<file path="config.mk">
export PLATFORM = sky130hd
export DESIGN_NAME = sfc_core
export DESIGN_NICKNAME = d
export VERILOG_FILES = /design/src/design/sfc_pkg.sv /design/src/design/sfc_core.sv
export SDC_FILE = /design/constraint.sdc
export NUM_CORES = 1
export LEC_CHECK = 0
export BUFFER_PORTS_ARGS = -buffer_cell sky130_fd_sc_hd__buf_2
export CAP_MARGIN = 20
export CORE_MARGIN = 10
export CORE_UTILIZATION = 40
export CTS_CLUSTER_SIZE = 28
export DETAILED_ROUTE_END_ITERATION = 12
export PLACE_DENSITY = 0.64
export SLEW_MARGIN = 25
export SYNTH_ARGS = -nofsm -noshare
export SYNTH_HDL_FRONTEND = slang
export SYNTH_SLANG_ARGS = --single-unit
</file>
<file path="constraint.sdc">
create_clock -name clock -period 6 [get_ports clock]
set_input_delay 0.9 -clock clock [delete_from_list [all_inputs] [get_ports clock]]
set_output_delay 0.9 -clock clock [all_outputs]
set_load 0.01 [all_outputs]
</file>
<file path="src/design/sfc_pkg.sv">
// Package with types, constants and the CRC function of the sensor frame checker.
`timescale 1ns / 1ps
`default_nettype none
package sfc_pkg;

   // Frame layout constants.
   localparam int HEADER_BYTES_DEF = 8;
   localparam int CRC_BYTES        = 2;
   localparam int COUNT_W          = 17;
   localparam logic [COUNT_W-1:0] COUNT_MAX = '1;
   localparam logic [15:0] CRC_INIT = 16'hFFFF;
   localparam logic [15:0] CRC_POLY = 16'hA001;

   // Stream widths.
   localparam int REQ_DATA_W = 8;
   localparam int RSP_DATA_W = 112;
   localparam int RSP_USED_W = 107;
   localparam int CSR_INDEX_W = 1;
   localparam int CSR_DATA_W  = 8;

   // Register indexes.
   localparam logic [CSR_INDEX_W-1:0] CSR_START_FIRST  = 1'b0;
   localparam logic [CSR_INDEX_W-1:0] CSR_START_SECOND = 1'b1;

   // Frame status codes.
   typedef enum logic [2:0] {
      STATUS_OK        = 3'd0,
      STATUS_CRC_BAD   = 3'd1,
      STATUS_SHORT     = 3'd2,
      STATUS_BAD_START = 3'd3,
      STATUS_LEN_BAD   = 3'd4
   } status_type;

   // One result word.
   typedef struct packed {
      logic        is_payload;
      logic [7:0]  payload_byte;
      logic [15:0] payload_index;
      logic        frame_done;
      status_type  status;
      logic [7:0]  version;
      logic [7:0]  msg_type;
      logic [15:0] sequence_res;
      logic [15:0] length_res;
      logic [15:0] crc_received;
      logic [15:0] crc_computed;
   } result_type;

   // Start byte values from the configuration registers.
   typedef struct packed {
      logic [7:0] start_first;
      logic [7:0] start_second;
   } start_cfg_type;

   // CRC-16/MODBUS update over one byte, reflected form.
   function automatic logic [15:0] crc16_byte(input logic [15:0] crc, input logic [7:0] b);
      logic [15:0] c;
      c = crc ^ {8'h00, b};
      for (int k = 0; k < 8; k++) begin
         if (c[0]) begin
            c = (c >> 1) ^ CRC_POLY;
         end else begin
            c = c >> 1;
         end
      end
      return c;
   endfunction

endpackage
`default_nettype wire

</file>
<file path="src/design/sfc_core.sv">
// Frame parser: position tracking, header capture, CRC, status; a byte per accept cycle.
`timescale 1ns / 1ps
`default_nettype none
module sfc_core #(
   parameter int HEADER_BYTES = sfc_pkg::HEADER_BYTES_DEF
) (
   input  wire logic                  clock,
   input  wire logic                  reset,
   input  wire logic                  byte_accept,
   input  wire logic [7:0]            frame_byte,
   input  wire logic                  final_byte,
   input  wire sfc_pkg::start_cfg_type start_cfg,
   output      sfc_pkg::result_type    result
);
   import sfc_pkg::*;

   localparam logic [COUNT_W-1:0] HDR = COUNT_W'(HEADER_BYTES);

   logic [COUNT_W-1:0] count_ff, count_in;
   logic [15:0]        crc_ff, crc_in;
   logic [15:0]        length_ff, length_in;
   logic [7:0]         version_ff, version_in;
   logic [7:0]         type_ff, type_in;
   logic [15:0]        seq_ff, seq_in;
   logic [15:0]        crc_field_ff, crc_field_in;
   logic               start_bad_ff, start_bad_in;

   logic [COUNT_W-1:0] pay_end;
   logic [COUNT_W-1:0] n_bytes;
   logic               in_payload;
   status_type         status;

   // Per-byte update of the frame state; everything is derived from the current position.
   always_comb begin
      pay_end      = HDR + {1'b0, length_ff};
      version_in   = version_ff;
      type_in      = type_ff;
      seq_in       = seq_ff;
      length_in    = length_ff;
      start_bad_in = start_bad_ff;
      crc_in       = crc_ff;
      crc_field_in = crc_field_ff;

      case (count_ff)
         COUNT_W'(0): if (frame_byte != start_cfg.start_first) start_bad_in = 1'b1;
         COUNT_W'(1): if (frame_byte != start_cfg.start_second) start_bad_in = 1'b1;
         COUNT_W'(2): version_in = frame_byte;
         COUNT_W'(3): type_in = frame_byte;
         COUNT_W'(4): seq_in = {seq_ff[15:8], frame_byte};
         COUNT_W'(5): seq_in = {frame_byte, seq_ff[7:0]};
         COUNT_W'(6): length_in = {length_ff[15:8], frame_byte};
         COUNT_W'(7): length_in = {frame_byte, length_ff[7:0]};
         default: ;
      endcase

      // The CRC covers the header after the start bytes and the payload.
      if (count_ff >= COUNT_W'(2) && (count_ff < HDR || count_ff < pay_end)) begin
         crc_in = crc16_byte(crc_ff, frame_byte);
      end

      in_payload = (count_ff >= HDR) && (count_ff < pay_end);

      // Trailing CRC bytes, little-endian.
      if (count_ff >= HDR) begin
         if (count_ff == pay_end) begin
            crc_field_in = {crc_field_ff[15:8], frame_byte};
         end else if (count_ff == pay_end + COUNT_W'(1)) begin
            crc_field_in = {frame_byte, crc_field_ff[7:0]};
         end
      end

      // The byte count saturates on overlong frames.
      n_bytes = (count_ff == COUNT_MAX) ? count_ff : count_ff + COUNT_W'(1);

      // Checks in priority order.
      if (n_bytes < HDR + COUNT_W'(CRC_BYTES)) begin
         status = STATUS_SHORT;
      end else if (start_bad_in) begin
         status = STATUS_BAD_START;
      end else if (n_bytes != pay_end + COUNT_W'(CRC_BYTES)) begin
         status = STATUS_LEN_BAD;
      end else if (crc_field_in != crc_in) begin
         status = STATUS_CRC_BAD;
      end else begin
         status = STATUS_OK;
      end

      count_in = n_bytes;
   end

   // Result word for the byte on the input; summary fields only on the final byte.
   always_comb begin
      result = '0;
      if (in_payload) begin
         result.is_payload    = 1'b1;
         result.payload_byte  = frame_byte;
         result.payload_index = 16'(count_ff - HDR);
      end
      if (final_byte) begin
         result.frame_done     = 1'b1;
         result.status         = status;
         result.version        = version_in;
         result.msg_type       = type_in;
         result.sequence_res   = seq_in;
         result.length_res     = length_in;
         result.crc_received   = crc_field_in;
         result.crc_computed   = crc_in;
      end
   end

   // Frame state; the final byte returns it to the start of a frame.
   always_ff @(posedge clock) begin
      if (reset || (byte_accept && final_byte)) begin
         count_ff     <= '0;
         crc_ff       <= CRC_INIT;
         length_ff    <= '0;
         version_ff   <= '0;
         type_ff      <= '0;
         seq_ff       <= '0;
         crc_field_ff <= '0;
         start_bad_ff <= 1'b0;
      end else if (byte_accept) begin
         count_ff     <= count_in;
         crc_ff       <= crc_in;
         length_ff    <= length_in;
         version_ff   <= version_in;
         type_ff      <= type_in;
         seq_ff       <= seq_in;
         crc_field_ff <= crc_field_in;
         start_bad_ff <= start_bad_in;
      end
   end

endmodule
`default_nettype wire

</file>
### Word-level counts from Yosys, hierarchy flattened

Index checks and enable logic that the tools add are counted.
Widths: inputs -> output; s select.

* output and inout port bits: 109
* bits of input ports: 28
* word-level logic and storage cells: 80
* register bits after elaboration: 98

* bitwise logic cells: 9
* muxes and demuxes: 33
* eq/ne operators: 14
* reductions and logical operators: 6
* $add $sub $neg: 5
* magnitude comparators: 5

Operators by type and width (count)
* $mux 16: 19
* $mux 84: 1
* $eq 17x3->1 const B: 4
* $pmux 16 s2: 2
* $add 17x1->17 const B: 2
* $eq 17x17->1: 2
* $eq 17x2->1 const B: 2
* $lt 17x4->1 const B: 2
* $mux 25: 1
* $not 2->3: 8
* $add 17x2->17 const B: 1
* $add 4x16->17 const A: 1
* $eq 17x1->1 const B: 1
* $eq 17x17->1 const B: 1
* $ge 17x2->1 const B: 1
* $ge 17x4->1 const B: 1
* $logic_not 17->1: 1
* $lt 17x17->1: 1
* $mux 17: 1
* $ne 17x17->1: 1
* $mux 8: 2
* $ne 16x16->1: 1
* $ne 8x8->1: 2
* $sub 16x4->16 const B: 1
* other kinds (6): 13

### Logic depth before layout (Yosys ltp)

Gate-level depths: netlist (run 1).

* depth in word-level cells: 32
* mapped depth: 18
* mapped depth without buffers: 17

### Worst setup path after synthesis (run 1)

Ideal clock, no wire load.

* path type: register -> output
* start: register length_ff[3]
* end: output port result[80] (netlist name)
* arrival time: 3.989 ns
* required time: 5.100 ns
* stages on the path, launching flop included: 18
* setup slack: 1.111 ns
* buffers on the path: 1
* cells stage by stage: dfxtp_1 ha_1 clkbuf_8 and3_4 nand4_4 nor2_4 xnor2_1 ha_1 nand2_1 o21ai_0 a211o_1 a2111o_1 nand2_4 mux2_2 xnor2_1 or4_1 nor3_2 a311oi_1

RTL lines
* from (decl): RTL line sfc_core.sv:21 `logic [15:0] length_ff, length_in;`
* from (signal assigned): RTL line sfc_core.sv:125 `length_ff <= length_in;`
* to (decl): RTL line sfc_core.sv:13 `output sfc_pkg::result_type result`

==> results.cfg, run 1 <==
[clock_tree]
clk-insertion-delay-late_ps = 360
cts_tree = built
cts.clk_slew.worst_paths_ps = 80
cts_buffer_depth = 2
numCtsBuffers = 9
cts_max_level = 3
clockRootBuffer = clkbuf_16
clock-sinks = 98

[layout]
layout.nets = 1268
drive_above_1_share_pct = 18.3
final_common_cell = buf_2
syn_to_final_growth_pct = 11.5
n_antenna_cell = 0
layout_common_cells = buf_2 (136), nor2_1 (127), nand2_1 (114)

[setup_path]
worstPathRequired_ps = 5100
cp.arrival_ps = 4870
worst-setup-path-type = flip-flop to output port
crit_start = length_ff[3]
cp-end-kind = output port
worstReg2RegStart = length_ff[3]
crit_fanout = 19
r2r_cells = 15
cp-start-kind = flip-flop
r2r_end = crc_ff[8]
ff2ff_setup_slack_ps = 2130

[sta]
relSlewSlack_pct = 43.1
fmax_mhz = 173
maxSlewViolCount = 0
hold_viol = 0
final-setup-viol-count = 0
rsz0062_at_grt = no
post-route-period-util_pct = 96.2
tightest_slew_ps = 854
hold_ws_ps = 459
fin_skew_ps = 12.0
period_needed_ps = 5770
setup_tns_ps = 0

[global_route]
grt_max_degree = 77
overflow = 0
antenna_found_initial = 1
grt_use_total_pct = 19.2
first_global_vias = 8207
grt_pass1_wl_um = 45200

[route]
dr.pass1.iters = 6
viasPerCell = 5.60
wl_um = 28200
drt_iter0_markers = 625
drc = 0
num_vias = 8386
ant_nets = 0
wire_per_inst_um = 18.8

[floorplanning]
die-area_sq_um = 28200
die_w_um = 168
dieHeight_um = 168
core_area_sq_um = 21700
io_pins = 137
start_util_pct = 40.3
rows = 54

[logic_synthesis]
synth_top_area_share_pct = 22.4
syn-instance-count = 1135
synth_edf_count = 0
ys_ff_latch = 98
ys.flop_type = dfxtp_1
async_flop_share_pct = 0
synth_top_cells_by_area = dfxtp_1 (22%), xnor2_1 (8.7%), mux2i_1 (6.4%)
synth.avg_cell_area_sq_um = 7.70
syn-cell-area_sq_um = 8740
synth_cell_types = 90
synth_warnings = 0
ys_seq_area_share_pct = 22.4
syn_nets = 1191
yosysTopAreaCell = dfxtp_1

[power]
p_int_w = 0.00106
total_power_w = 0.00149
power_frac_comb_pct = 14.0
ir_drop_v = 0.000130
leakagePower_nw = 3.85
power_per_cell_area_nw_per_um2 = 153
swShare_pct = 28.9
total_switching_power_w = 0.000431
pwr-share-seq_pct = 44.1
clkPwrFrac_pct = 41.9

[worst_hold_path]
min_to = crc_field_ff[1]
hold_path_depth = 2
hold_start = crc_field_ff[1]
hold_class = flip-flop to flip-flop

[run]
drv_cap = 0

[place]
dp_hpwl_um = 20800
io_buffers = 136
gp_congestion = 0.908

[run_status]
status = finished clean
-- worst max-delay path: stages, from the launching register on --
cell	delay, ps
dfxtp_1	470
ha_1	220
and3_4	240
nand4_4	170
nor2_4	160
xnor2_1	230
ha_1	320
nand2_1	60
o21ai_0	170
a211o_1	330
a2111o_1	380
nand2_4	280
mux2_2	410
xnor2_1	130
or4_1	530
nor3_2	120
a311oi_1	120
buf_2	170
-- through the flow --
step	setup slack [ps]	cells	cell area [sq um]	util, %
after floorplan	1110	1135	8740	-
after global placement	628	1479	9400	43.3
after detailed placement	559	1479	9400	43.3
after CTS	154	1495	9710	44.8
after global routing	8.10	1497	9750	44.9
final	228	1497	9750	44.9
-- power by group through the flow --
stage	clock, W	combinational [W]	sequential, W
floorplan	0	0.000146	0.000672
global placement	0	0.000204	0.000674
detailed placement	0	0.000205	0.000674
CTS	0.000635	0.000207	0.000659
global route	0.000658	0.000225	0.000659
finish	0.000625	0.000209	0.000659
-- per-layer routing --
metal	share of wire [%]	track usage, %	vias up	wire (um)
li1	-	-	4091	-
met1	45	25.4	3947	12700
met2	46	30.6	312	12900
met3	7.1	4.45	34	2000
met4	1.9	5.49	2	537
met5	0.046	0	-	13
-- cell usage after synthesis, types with 4 or more instances --
library cell,n
nor3b_1,4
a21boi_0,18
inv_1,22
a22oi_1,66
nor2_1,127
mux2i_1,56
o211ai_1,4
dfxtp_1,98
buf_2,20
nor2b_1,64
nor3_2,4
or3_1,8
and2_1,12
nand4_1,8
a31oi_1,10
ha_1,28
buf_6,5
clkbuf_1,52
o31ai_1,5
nor4_1,7
o22ai_1,8
or4_1,4
a21oi_1,44
o21ai_0,26
and3_1,17
xor2_1,48
nand3_1,36
nor3_1,21
o21ai_1,5
xnor2_1,87
nand3b_1,9
nand2_1,114
a21o_1,5
and4_1,5
nand2b_1,8
clkbuf_8,9
-- what timing repair did --
item	4_1_cts	5_1_grt
resized for setup	0	6
setup endpoints to repair	0	1
hold buffers	0	0
buffers inserted	0	2
-- cells by family after synthesis --
group	share of synthesized area [%]
AO/OA/AOI/OAI	17.0
XOR/XNOR	13.7
adder cells (fa/ha/maj)	4.01
buffers and inverters	6.99
flip-flops	22.4
multiplexers	7.22
AND/OR/NAND/NOR	28.7
-- cell type report --
class | instances | area [sq um]
Timing Repair Buffer | 158 | 846
Clock inverter | 7 | 86.3
Multi-Input combinational cell | 921 | 6180
Inverter | 24 | 90.1
Clock buffer | 9 | 225
Sequential cell | 98 | 1970
Tap cell | 280 | 350
Fill cell | 2224 | 11900
-- flip-flops by register name, indices dropped and copies added (netlist names) --
name	count
version_ff	8
crc_field_ff	16
start_bad_ff	1
crc_ff	16
type_ff	8
seq_ff	16
length_ff	16
count_ff	17
-- how the worst max path moves through the flow --
stage / endpoint / slack, ps / cells after the start
floorplan: result[80] / 1110 / 17
global placement: result[80] / 630 / 16
detailed placement: result[80] / 560 / 16
CTS: result[80] / 150 / 16
global route: result[80] / 8 / 16
finish: result[80] / 230 / 17
Note: power is estimated with default switching activity, not from simulation.
==> inputs of run 2 (changes only) <==
--- a/config.mk
+++ b/config.mk
@@ -10,6 +10,6 @@
 export CORE_MARGIN = 10
-export CORE_UTILIZATION = 40
+export CORE_UTILIZATION = 55
 export CTS_CLUSTER_SIZE = 28
 export DETAILED_ROUTE_END_ITERATION = 12
-export PLACE_DENSITY = 0.64
+export PLACE_DENSITY = 0.82
 export SLEW_MARGIN = 25
--- a/constraint.sdc
+++ b/constraint.sdc
@@ -3,2 +3,2 @@
 set_output_delay 0.9 -clock clock [all_outputs]
-set_load 0.01 [all_outputs]
+set_load 0.1 [all_outputs]
==> results.cfg, run 2 (synthesis results as in run 1) <==
[clock_tree]
cts.clk_slew.worst_paths_ps = 70
cts_tree = built
clk-insertion-delay-late_ps = 360
cts_max_level = 3
clock-sinks = 98
clockRootBuffer = clkbuf_16
cts_buffer_depth = 2
postCtsHoldBufs = 0
numCtsBuffers = 9
post-cts-setup-buffers = 0
cts_resized = 0

[floorplanning]
die_w_um = 146
start_util_pct = 55.6
dieHeight_um = 146
die-area_sq_um = 21300
io_pins = 137
rows = 46
core_area_sq_um = 15700

[sta]
fmax_mhz = 174
relSlewSlack_pct = 38.7
tightest_slew_ps = 920
post-route-period-util_pct = 95.7
period_needed_ps = 5740
rsz0062_at_grt = no
fin_skew_ps = 6.43
setup_ws_ps = 260
setup_tns_ps = 0
maxSlewViolCount = 0
final-setup-viol-count = 0
hold_viol = 0

[global_route]
first_global_vias = 8397
grt_pass1_wl_um = 44000
antenna_found_initial = 0
overflow = 0
grt_max_degree = 87
grt_use_total_pct = 24.5

[place]
post-place-ws_ps = 474
gp_congestion = 0.967
dpl-instance-area_sq_um = 9330
io_buffers = 136
dp_hpwl_um = 20000

[power]
ir_drop_v = 0.000140
leakagePower_nw = 3.84
total_power_w = 0.00156
power_per_cell_area_nw_per_um2 = 162

[route]
drc = 0
ant_nets = 0
num_vias = 8801
wl_um = 27400
dr.pass1.iters = 7
viasPerCell = 6.16
drt_iter0_markers = 781
wire_per_inst_um = 19.2

[setup_path]
cp-end-kind = output port
cp.arrival_ps = 4840
cp-start-kind = flip-flop
crit_fanout = 12
worst-setup-path-type = flip-flop to output port
worstPathRequired_ps = 5100

[layout]
final_common_cell = buf_2
fin_area_sq_um = 9660
seqCellArea_sq_um = 1970
layout.nets = 1264
multi_input_area_sq_um = 6190
fillers = 1369
top_register = count_ff
largest_register_ffs = 17
layout_common_cells = buf_2 (134), nor2_1 (127), nand2_1 (114)
drive_above_1_share_pct = 18.1
syn_to_final_growth_pct = 10.5
n_antenna_cell = 0

[run]
drv_cap = 0

[run_status]
status = finished clean

[worst_hold_path]
hold_class = flip-flop to flip-flop
run 2: critical path, stage by stage (launching register included):
cell      delay [ps]
dfxtp_2          450
and2_1           360
nand3_1          140
xor2_1           420
ha_1             350
a21oi_1          150
o21ai_0          130
a211o_1          320
a2111o_1         380
nand2_4          200
mux2_2           400
xnor2_1          130
or4_1            530
nor3_2           140
a311oi_2         160
buf_12           210
run 2: layout make-up:
| cell class | instances | share of cell area (%) |
|---|---|---|
| flip-flops and latches | 98 | 20.4 |
| inverters | 24 | 0.933 |
| clock inverters | 7 | 0.894 |
| repair buffers | 154 | 8.63 |
| multi-input cells | 921 | 64.0 |
| clock buffers | 9 | 2.33 |
| well taps | 216 | 2.80 |
run 2: worst paths after layout:
path,from,end,slack (ps),cells after the start
min reg2reg,crc_field_ff[7],crc_field_ff[7],460,2
max,length_ff[6],result[80],260,15
max reg2reg,length_ff[6],crc_ff[7],2140,13
min,crc_field_ff[7],crc_field_ff[7],460,2
run 2: report_power, final:
| group | switching [W] | total [W] | internal [W] |
|---|---|---|---|
| clock | 0.000289 | 0.000621 | 0.000331 |
| combinational | 0.000209 | 0.000283 | 0.0000744 |
| sequential | 0.00000489 | 0.000659 | 0.000654 |
| total | 0.000503 | 0.00156 | 0.00106 |
run 2: metrics by stage:
step	instances	hold slack (ps)	utilization [%]
final	1429	455	61.5
after global routing	1429	473	61.5
after CTS	1429	456	61.3
after detailed placement	1413	446	59.4
after global placement	1413	438	59.4
after floorplan	1135	431	-
run 2: metal layers:
layer  GRT usage, %  part of all wire (%)  vias up
met5              0                     0        -
met4           8.86                   3.2        0
met3           4.60                   8.5       79
met2           41.2                    47      472
met1           30.6                    41     4159
li1               -                     -     4091
